## config.mk

```make
export PLATFORM = sky130hd
export DESIGN_NAME = decimal_text_to_int32_unit
export DESIGN_NICKNAME = d
export VERILOG_FILES = /design/src/hw/rtl/dtti_pkg.sv /design/src/hw/rtl/decimal_text_to_int32_unit.sv
export VERILOG_INCLUDE_DIRS = /design/src /design/src/hw/rtl
export SDC_FILE = /design/constraint.sdc
export NUM_CORES = 1
export LEC_CHECK = 0
export BUFFER_PORTS_ARGS = -buffer_cell sky130_fd_sc_hd__buf_2
export CORE_MARGIN = 4
export CORE_UTILIZATION = 30
export DETAILED_ROUTE_END_ITERATION = 8
export GPL_ROUTABILITY_DRIVEN = 0
export GPL_TIMING_DRIVEN = 0
export MAX_ROUTING_LAYER = met4
export SETUP_SLACK_MARGIN = 0.4
export SLEW_MARGIN = 20
export SYNTH_ARGS = -nofsm -noshare
export SYNTH_HDL_FRONTEND = slang
export SYNTH_SLANG_ARGS = --single-unit
```

## constraint.sdc

```tcl
create_clock -name clock -period 4.3 [get_ports clock]
set_input_delay 0.43 -clock clock [delete_from_list [all_inputs] [get_ports clock]]
set_output_delay 0.43 -clock clock [all_outputs]
set_load 0.02 [all_outputs]
```

## src/hw/rtl/decimal_text_to_int32_unit_macros.svh

```systemverilog
// Assertion macros shared by the decimal text converter.
`ifndef DECIMAL_TEXT_TO_INT32_UNIT_MACROS_SVH
`define DECIMAL_TEXT_TO_INT32_UNIT_MACROS_SVH

`ifndef SYNTHESIS

// Same-cycle implication.
`define DTTI_ASSERT_IMP(label, clk, rst, ante, cons) \
   label: assert property (@(posedge clk) disable iff (rst) (ante) |-> (cons)) \
      else $error("dtti: implication check failed");

// Next-cycle implication.
`define DTTI_ASSERT_NXT(label, clk, rst, ante, cons) \
   label: assert property (@(posedge clk) disable iff (rst) (ante) |=> (cons)) \
      else $error("dtti: next-cycle check failed");

`else

`define DTTI_ASSERT_IMP(label, clk, rst, ante, cons)
`define DTTI_ASSERT_NXT(label, clk, rst, ante, cons)

`endif

`endif

```

## src/hw/rtl/dtti_pkg.sv

```systemverilog
`default_nettype none

package dtti_pkg;

   localparam int VALUE_BITS = 32;
   localparam int OUT_W      = 32;
   localparam int CHAR_W     = 8;
   localparam int MAG_W      = VALUE_BITS;
   localparam int ACC_W      = VALUE_BITS + 4;

   localparam longint unsigned POS_LIMIT_L = (64'd1 << (VALUE_BITS - 1)) - 64'd1;
   localparam longint unsigned NEG_LIMIT_L = POS_LIMIT_L + 64'd1;

   localparam logic [ACC_W-1:0] POS_LIMIT = ACC_W'(POS_LIMIT_L);
   localparam logic [ACC_W-1:0] NEG_LIMIT = ACC_W'(NEG_LIMIT_L);
   localparam logic [MAG_W-1:0] POS_QUOT  = MAG_W'(POS_LIMIT_L / 64'd10);
   localparam logic [MAG_W-1:0] NEG_QUOT  = MAG_W'(NEG_LIMIT_L / 64'd10);

   localparam logic [CHAR_W-1:0] CHAR_NUL   = 8'd0;
   localparam logic [CHAR_W-1:0] CHAR_TAB   = 8'd9;
   localparam logic [CHAR_W-1:0] CHAR_CR    = 8'd13;
   localparam logic [CHAR_W-1:0] CHAR_SPACE = 8'h20;
   localparam logic [CHAR_W-1:0] CHAR_PLUS  = 8'h2B;
   localparam logic [CHAR_W-1:0] CHAR_MINUS = 8'h2D;
   localparam logic [CHAR_W-1:0] CHAR_ZERO  = 8'h30;
   localparam logic [CHAR_W-1:0] CHAR_NINE  = 8'h39;

   typedef enum logic [2:0] {
      PH_BLANKS = 3'b001,
      PH_SIGN   = 3'b010,
      PH_DIGITS = 3'b100
   } phase_type;

endpackage

`default_nettype wire

```

## src/hw/rtl/decimal_text_to_int32_unit.sv

```systemverilog
// Decimal text to signed 32-bit integer converter.
//
// req_ channel: one ASCII byte per transaction on req_char_code; a zero byte
// ends the string. Leading blanks and one sign are taken, then digits.
// rsp_ channel: one transaction per terminator, carrying rsp_value and
// rsp_error (value -1 with error set on overflow or a stray character).
// Other bytes produce no response.
//
// Timing: a byte is parsed from the input register into the state and the
// response register; a terminator shows on rsp_valid from the latter.
// Throughput: one byte per cycle while no terminator waits on a full
// response register; byte classification and the digit step (times ten,
// add, limit compare) are the logic between the input and state registers.
// Stall: the response register holds while rsp_ready is low; bytes other
// than a terminator keep flowing, a terminator waits in the input register
// and req_ready drops only then.
// Reset: synchronous, active high; empties both registers and returns the
// parser to the leading-blank state with a zero magnitude.
`default_nettype none
`include "decimal_text_to_int32_unit_macros.svh"

module decimal_text_to_int32_unit (
   input  wire logic                             clock,
   input  wire logic                             reset,
   input  wire logic                             req_valid,
   output logic                                  req_ready,
   input  wire logic [dtti_pkg::CHAR_W-1:0]      req_char_code,
   output logic                                  rsp_valid,
   input  wire logic                             rsp_ready,
   output logic signed [dtti_pkg::OUT_W-1:0]     rsp_value,
   output logic                                  rsp_error
);

   logic                            in_vld_ff, in_vld_in;
   logic [dtti_pkg::CHAR_W-1:0]     in_char_ff;

   dtti_pkg::phase_type             phase_ff, phase_in;
   logic                            neg_ff, neg_in;
   logic [dtti_pkg::MAG_W-1:0]      mag_ff, mag_in;
   logic                            failed_ff, failed_in;

   logic                            out_vld_ff, out_vld_in;
   logic signed [dtti_pkg::OUT_W-1:0] out_value_ff;
   logic                            out_error_ff;

   logic                            is_term, is_digit, is_blank, is_sign;
   logic                            out_free, proc_fire, emit;
   logic [dtti_pkg::MAG_W-1:0]      quot;
   logic [dtti_pkg::ACC_W-1:0]      limit, acc;
   logic [3:0]                      digit;
   logic [63:0]                     mag_wide, signed_wide;

   // classify the staged byte
   always_comb begin
      is_term  = 1'b0;
      is_digit = 1'b0;
      is_blank = 1'b0;
      is_sign  = 1'b0;
      case (in_char_ff) inside
         dtti_pkg::CHAR_NUL:                          is_term  = 1'b1;
         [dtti_pkg::CHAR_ZERO:dtti_pkg::CHAR_NINE]:   is_digit = 1'b1;
         dtti_pkg::CHAR_SPACE,
         [dtti_pkg::CHAR_TAB:dtti_pkg::CHAR_CR]:      is_blank = 1'b1;
         dtti_pkg::CHAR_PLUS, dtti_pkg::CHAR_MINUS:   is_sign  = 1'b1;
         default: ;
      endcase
   end

   assign out_free  = !out_vld_ff || rsp_ready;
   assign proc_fire = in_vld_ff && (!is_term || out_free);
   assign emit      = proc_fire && is_term;
   assign req_ready = !in_vld_ff || proc_fire;

   assign in_vld_in = (req_valid && req_ready) || (in_vld_ff && !proc_fire);

   // digit step: times ten plus digit, checked against the signed range
   assign digit = 4'(in_char_ff - dtti_pkg::CHAR_ZERO);
   assign quot  = neg_ff ? dtti_pkg::NEG_QUOT  : dtti_pkg::POS_QUOT;
   assign limit = neg_ff ? dtti_pkg::NEG_LIMIT : dtti_pkg::POS_LIMIT;
   assign acc   = (dtti_pkg::ACC_W'(mag_ff) << 3) + (dtti_pkg::ACC_W'(mag_ff) << 1)
                  + dtti_pkg::ACC_W'(digit);

   always_comb begin
      phase_in  = phase_ff;
      neg_in    = neg_ff;
      mag_in    = mag_ff;
      failed_in = failed_ff;
      if (is_term) begin
         phase_in  = dtti_pkg::PH_BLANKS;
         neg_in    = 1'b0;
         mag_in    = '0;
         failed_in = 1'b0;
      end else if (!failed_ff) begin
         if (is_digit) begin
            phase_in = dtti_pkg::PH_DIGITS;
            if (mag_ff > quot) begin
               failed_in = 1'b1;
            end else begin
               mag_in = dtti_pkg::MAG_W'(acc);
               if (acc > limit) begin
                  failed_in = 1'b1;
               end
            end
         end else if (phase_ff == dtti_pkg::PH_BLANKS && is_blank) begin
            // hold in leading blanks
         end else if (phase_ff == dtti_pkg::PH_BLANKS && is_sign) begin
            neg_in   = (in_char_ff == dtti_pkg::CHAR_MINUS);
            phase_in = dtti_pkg::PH_SIGN;
         end else begin
            failed_in = 1'b1;
         end
      end
   end

   assign mag_wide    = 64'(mag_ff);
   assign signed_wide = neg_ff ? (64'd0 - mag_wide) : mag_wide;
   assign out_vld_in  = emit || (out_vld_ff && !rsp_ready);

   always_ff @(posedge clock) begin
      if (reset) begin
         in_vld_ff  <= 1'b0;
         out_vld_ff <= 1'b0;
         phase_ff   <= dtti_pkg::PH_BLANKS;
         neg_ff     <= 1'b0;
         mag_ff     <= '0;
         failed_ff  <= 1'b0;
      end else begin
         in_vld_ff  <= in_vld_in;
         out_vld_ff <= out_vld_in;
         if (proc_fire) begin
            phase_ff  <= phase_in;
            neg_ff    <= neg_in;
            mag_ff    <= mag_in;
            failed_ff <= failed_in;
         end
      end
   end

   always_ff @(posedge clock) begin
      if (req_valid && req_ready) begin
         in_char_ff <= req_char_code;
      end
      if (emit) begin
         if (failed_ff) begin
            out_value_ff <= '1;
            out_error_ff <= 1'b1;
         end else begin
            out_value_ff <= signed_wide[dtti_pkg::OUT_W-1:0];
            out_error_ff <= 1'b0;
         end
      end
   end

   assign rsp_valid = out_vld_ff;
   assign rsp_value = out_value_ff;
   assign rsp_error = out_error_ff;

   `DTTI_ASSERT_IMP(a_error_value, clock, reset, out_vld_ff && out_error_ff, out_value_ff == '1)
   `DTTI_ASSERT_NXT(a_term_clears, clock, reset, emit,
                    phase_ff == dtti_pkg::PH_BLANKS && mag_ff == '0 && !failed_ff && !neg_ff)
   `DTTI_ASSERT_IMP(a_mag_bound, clock, reset, !failed_ff,
                    dtti_pkg::ACC_W'(mag_ff) <= dtti_pkg::NEG_LIMIT)
   `DTTI_ASSERT_NXT(a_stage_hold, clock, reset, in_vld_ff && !proc_fire,
                    in_vld_ff && $stable(in_char_ff))

endmodule

`default_nettype wire

```

Word level (Yosys, flattened, before mapping) --
Cells that the tools add are included.
Storage, ports and cells: bits of input ports 12, bits in read-only memories 0, bits in latches 0, memory bits (writable) 0, memories kept 0, flip-flop bits (word level) 80
Cells by class: $mul 0, eq/ne operators 9, shift-type cells 0, add/subtract/negate cells 4, reductions and logical operators 28, multiplexer cells 34, divide/modulo/power cells 0, bitwise logic cells 0, order comparisons 6
Operator list (number):
- two-way mux 32 bit | 6
- adder 35 x 33 -> 36 bit | 1
- adder 36 x 4 -> 36 bit | 1
- > comparator 36 x 32 -> 1 bit | 1
- > comparator 32 x 28 -> 1 bit, second input constant | 1
- subtractor 1 x 32 -> 32 bit, first input constant | 1
- == test 8 x 6 -> 1 bit, second input constant | 3
- two-way mux 1 bit | 23
- two-way mux 3 bit | 5
- logical AND 1 bit | 9
- >= comparator 8 x 4 -> 1 bit, second input constant | 1
- >= comparator 8 x 6 -> 1 bit, second input constant | 1
- <= comparator 8 x 4 -> 1 bit, second input constant | 1
- <= comparator 8 x 6 -> 1 bit, second input constant | 1
- logical NOT 8 bit | 1
- AND reduction 4 bit | 2
- != test 2 bit, second input constant | 3
- logical NOT 1 bit | 5
- logical OR 1 bit | 5
- AND reduction 5 bit | 1
- nonzero test 2 bit | 2
- OR reduction 2 bit | 2
- subtractor 4 x 1 -> 4 bit, second input constant | 1
- == test 3 x 1 -> 1 bit, second input constant | 1
- 3 further kinds | 3

Logic depth before layout (Yosys ltp) --
word-level depth 12, mapped depth 19

Worst setup path before layout --
OpenSTA, ideal clock, no wires.
kind flip-flop to flip-flop, start register mag_ff[2] (netlist bit), end register failed_ff, stages on the path, launching flop included 17, library setup time 0.074 ns, data arrival time 4.556 ns, path slack -0.330 ns, path through dfxtp_1 fa_1 fa_1 a211oi_1 o211ai_1 and3b_1 or2_2 a211oi_1 o21ai_0 xor2_1 ha_1 nand4_1 or4_1 o32ai_1 o21ai_0 o2111a_1 a31oi_1
On the way: word-level cells in the longest chain between the ends 8, elaborated cells on any way between the ends 9, those cells by class add/sub (2); order compare (2); mux (5)
RTL lines:
- start: declaration | RTL line decimal_text_to_int32_unit.sv:39 | logic [dtti_pkg::MAG_W-1:0] mag_ff, mag_in;
- start signal: assignment | RTL line decimal_text_to_int32_unit.sv:133 | mag_ff <= mag_in;
- adder 35 x 33 -> 36 bit | RTL line decimal_text_to_int32_unit.sv:80 | assign acc = (dtti_pkg::ACC_W'(mag_ff) << 3) + (dtti_pkg::ACC_W'(mag_ff) << 1)
- adder 36 x 4 -> 36 bit | RTL line decimal_text_to_int32_unit.sv:81 | + dtti_pkg::ACC_W'(digit);
- > comparator 36 x 32 -> 1 bit | RTL line decimal_text_to_int32_unit.sv:100 | if (acc > limit) begin
- two-way mux 1 bit | RTL line decimal_text_to_int32_unit.sv:100
- two-way mux 1 bit * | RTL line decimal_text_to_int32_unit.sv:96 | if (mag_ff > quot) begin
- two-way mux 1 bit * | RTL line decimal_text_to_int32_unit.sv:94 | if (is_digit) begin
- two-way mux 1 bit * | RTL line decimal_text_to_int32_unit.sv:93 | end else if (!failed_ff) begin
- two-way mux 1 bit * | RTL line decimal_text_to_int32_unit.sv:88 | if (is_term) begin
- end signal: assignment | RTL line decimal_text_to_int32_unit.sv:134 | failed_ff <= failed_in;
- end: declaration | RTL line decimal_text_to_int32_unit.sv:40 | logic failed_ff, failed_in;
Mark *: on every way between the ends. The rest lies on a longest branch, timed or not. A chain may end at the register's enable or synchronous reset.

Final worst setup path --
start register in_char_ff[3] (netlist bit), end register failed_ff
On the way: word-level cells in the longest chain between the ends 12, elaborated cells on any way between the ends 37, those cells by class add/sub (2); order compare (5); eq/ne (3); mux (17); reduce/logical (10)
RTL lines:
- start: declaration | RTL line decimal_text_to_int32_unit.sv:35 | logic [dtti_pkg::CHAR_W-1:0] in_char_ff;
- start signal: assignment | RTL line decimal_text_to_int32_unit.sv:141 | in_char_ff <= req_char_code;
- parallel branches: the longest is 12 deep, another holds adder 36 x 4 -> 36 bit
Several ways; the timed one is not identified.

==> flow_summary.json <==
{
  "layout_min_cycle_time_ps": 4569,
  "setup_slack_ps": -268.7,
  "holdWs_ps": 258.5,
  "drv_slew": 0,
  "syn_avg_cell_area_um2": 8.891,
  "finalHoldViolations": 0,
  "yosys.area.top_type_share_pct": 18.79,
  "slowest_delay_ps": 530,
  "fin_crit_sh_pct": 106.2,
  "p_leak_uw": 0.003549,
  "run_status": "complete, but fails checks",
  "antenna_found_initial": 0,
  "crit_chain": "fa_1, fa_2, a211oi_2, o211ai_1, and3b_1, or2_4, a211oi_4, o21ai_1, xor2_1, ha_1, nand4_1, or4_4, o32ai_2, o21ai_2, o2111a_1, a31oi_1",
  "synth_flop_cell": "edfxtp_1",
  "synth_cell_type_count": 65,
  "start_util_pct": 30.88,
  "dp_slack_ps": -638.6,
  "setup_violations": 1,
  "ys_ff_latch": 80,
  "cts_buffer_depth": 2,
  "firstDrtPassIters": 5,
  "finalCoreUtilization_pct": 35.79,
  "cp_top_family": "compound AO/OA/AOI/OAI gates",
  "skew_ps": 5.829,
  "num_rows": 53,
  "port_buffers": 45,
  "clk_pin_slew_ps": 60,
  "layout.nets": 907,
  "cts_tree": "yes",
  "syn_inst": 737,
  "hpwl_um": 13370,
  "max_freq_mhz": 218.9,
  "async_flop_share_pct": 0,
  "multiInputGateArea_um2": 4436,
  "crit_path_end_kind": "flip-flop",
  "crit_slowest_cell": "fa_1",
  "area_delta_synth_final_pct": 15.91,
  "crit_fanout": 3,
  "first_global_vias": 5431,
  "synthTopCellsByCount": "ha_1, nand2_1, nor2_1",
  "ant_nets": 0,
  "clock_sink_count": 80,
  "pwr_density_cell_nw_per_um2": 238.3,
  "grt_max_degree": 36,
  "rsz0062_at_grt": "yes",
  "ir_drop_v": 0.0001581,
  "violations": "setup timing",
  "routed_wl_um": 16790,
  "worstHoldPathType": "input pin to flip-flop",
  "cp.arrival_ps": 4830,
  "synth-edff-count": 41,
  "numCtsBuffers": 9,
  "layout-drive-gt1-share_pct": 12.72,
  "grt_overflow_total": 0,
  "diodes": 0,
  "die_h_um": 155.8,
  "clock_latency_ps": 340,
  "cts_root_buf": "clkbuf_16",
  "cts_htree_levels": 3,
  "grt_pass1_wl_um": 27500,
  "yosys_warnings": 0,
  "vias": 5756,
  "crit_type": "flip-flop to flip-flop",
  "maxCapViolCount": 0,
  "die_width_um": 155.8,
  "synth_area_leaders": "edfxtp_1, ha_1, dfxtp_1",
  "worstSetupStartpointType": "flip-flop",
  "relSlewSlack_pct": 27.18,
  "post_drt_wl_per_cell_um": 15.58,
  "grt_use_total_pct": 14.11,
  "syn_nets": 847,
  "die_area_um2": 24270,
  "vias_per_cell": 5.344,
  "drt_iter0_drc": 374,
  "pin_count": 47,
  "hold_buffers": 0,
  "seq_area_frac_synth_pct": 30.70,
  "crit_required_ps": 4560,
  "filler_cell_count": 2176,
  "crit_buf_inv": 0,
  "worst_slew_pin_slew_ps": 1092,
  "seqCellArea_um2": 2018,
  "core_area_um2": 21220,
  "netlist_area_um2": 6553,
  "synth_top_area_cell": "edfxtp_1",
  "drc_errors": 0,
  "yosysMostFrequentCell": "ha_1"
}
[sequential cells by signal, summed over array words and instances (netlist names)]
name,flops
rsp_value,32
failed_ff,1
rsp_error,1
in_vld_ff,1
neg_ff,1
rsp_valid,1
phase_ff,3
in_char_ff,8
mag_ff,32
[cells by family (layout without fill, tap and decap cells)]
group / count (synthesis) / in the layout / share of synthesized area, %
buf+inv: 46 / 111 / 2.654
flops: 80 / 80 / 30.70
xor+xnor: 51 / 51 / 6.817
mux: 3 / 3 / 0.4583
fa+ha+maj: 98 / 98 / 18.94
compound gates: 223 / 223 / 22.40
simple gates: 236 / 236 / 18.03
[worst register-to-register path, cell delays in order, from the launching register on]
cell and delay (ps):
edfxtp_1 430, fa_1 530, fa_2 400, a211oi_2 250, o211ai_1 190, and3b_1 240, or2_4 270, a211oi_4 310
o21ai_1 110, xor2_1 190, ha_1 310, nand4_1 140, or4_4 470, o32ai_2 290, o21ai_2 110, o2111a_1 120
a31oi_1 140
[worst paths after layout]
check	startpoint	endpoint	slack, ps	depth (start not counted)
worst min register to register	phase_ff[0]	phase_ff[0]	460	2
worst max register to register	in_char_ff[3]	failed_ff	-270	16
worst max-delay path	in_char_ff[3]	failed_ff	-270	16
worst min-delay path	req_char_code[5]	in_char_ff[5]	260	1
[per-layer routing]
layer  routed length [um]  track usage, %  vias up
met2                 7776           22.64      103
li1                     -               -     2923
met4                  354           4.627        0
met3                  550           1.304       24
met1                 8104           18.79     2706
met5                    0               -        -
[per-stage QoR]
stage	instance area (um2)	setup TNS, ps	instances	total power (uW)
6_report	7595	-268.7	1077	1810
5_1_grt	7595	-487.8	1077	1862
4_1_cts	7592	-271.2	1077	1819
3_5_place_dp	7161	-638.6	1057	910.7
3_3_place_gp	7159	-663.7	1057	909.0
2_1_floorplan	6590	0	737	883.5
[cells in the final DEF, fill, tap and decap left out, types with 16 or more instances in the layout]
| master | instances |
|---|---|
| a22oi_1 | 27 |
| o211ai_1 | 16 |
| xor2_1 | 34 |
| nor2_1 | 62 |
| edfxtp_1 | 41 |
| dfxtp_1 | 34 |
| nand2_1 | 66 |
| buf_2 | 46 |
| a21oi_1 | 53 |
| inv_1 | 17 |
| xnor2_1 | 17 |
| nand3_1 | 18 |
| o21ai_0 | 41 |
| clkbuf_1 | 25 |
| ha_1 | 94 |
[power by group]
group,switching [uW],internal (uW)
sequential,9.47,813
combinational,47.7,26.7
clock,314,599
[cell type report]
cell class,instances,area share (%)
clock buffer,12,3.806
inverter,18,0.8896
clock inverter,4,1.021
sequential,80,26.57
multi-input combinational,611,58.40
tap,275,4.530
timing repair buffer,49,3.361
buffer,28,1.417
[what timing repair did]
action	4_1_cts	5_1_grt
setup buffers	4	0
setup endpoints to repair	1	1
gates resized for setup	11	4
pin swaps	4	1
Note: power is estimated with default switching activity, not from simulation.
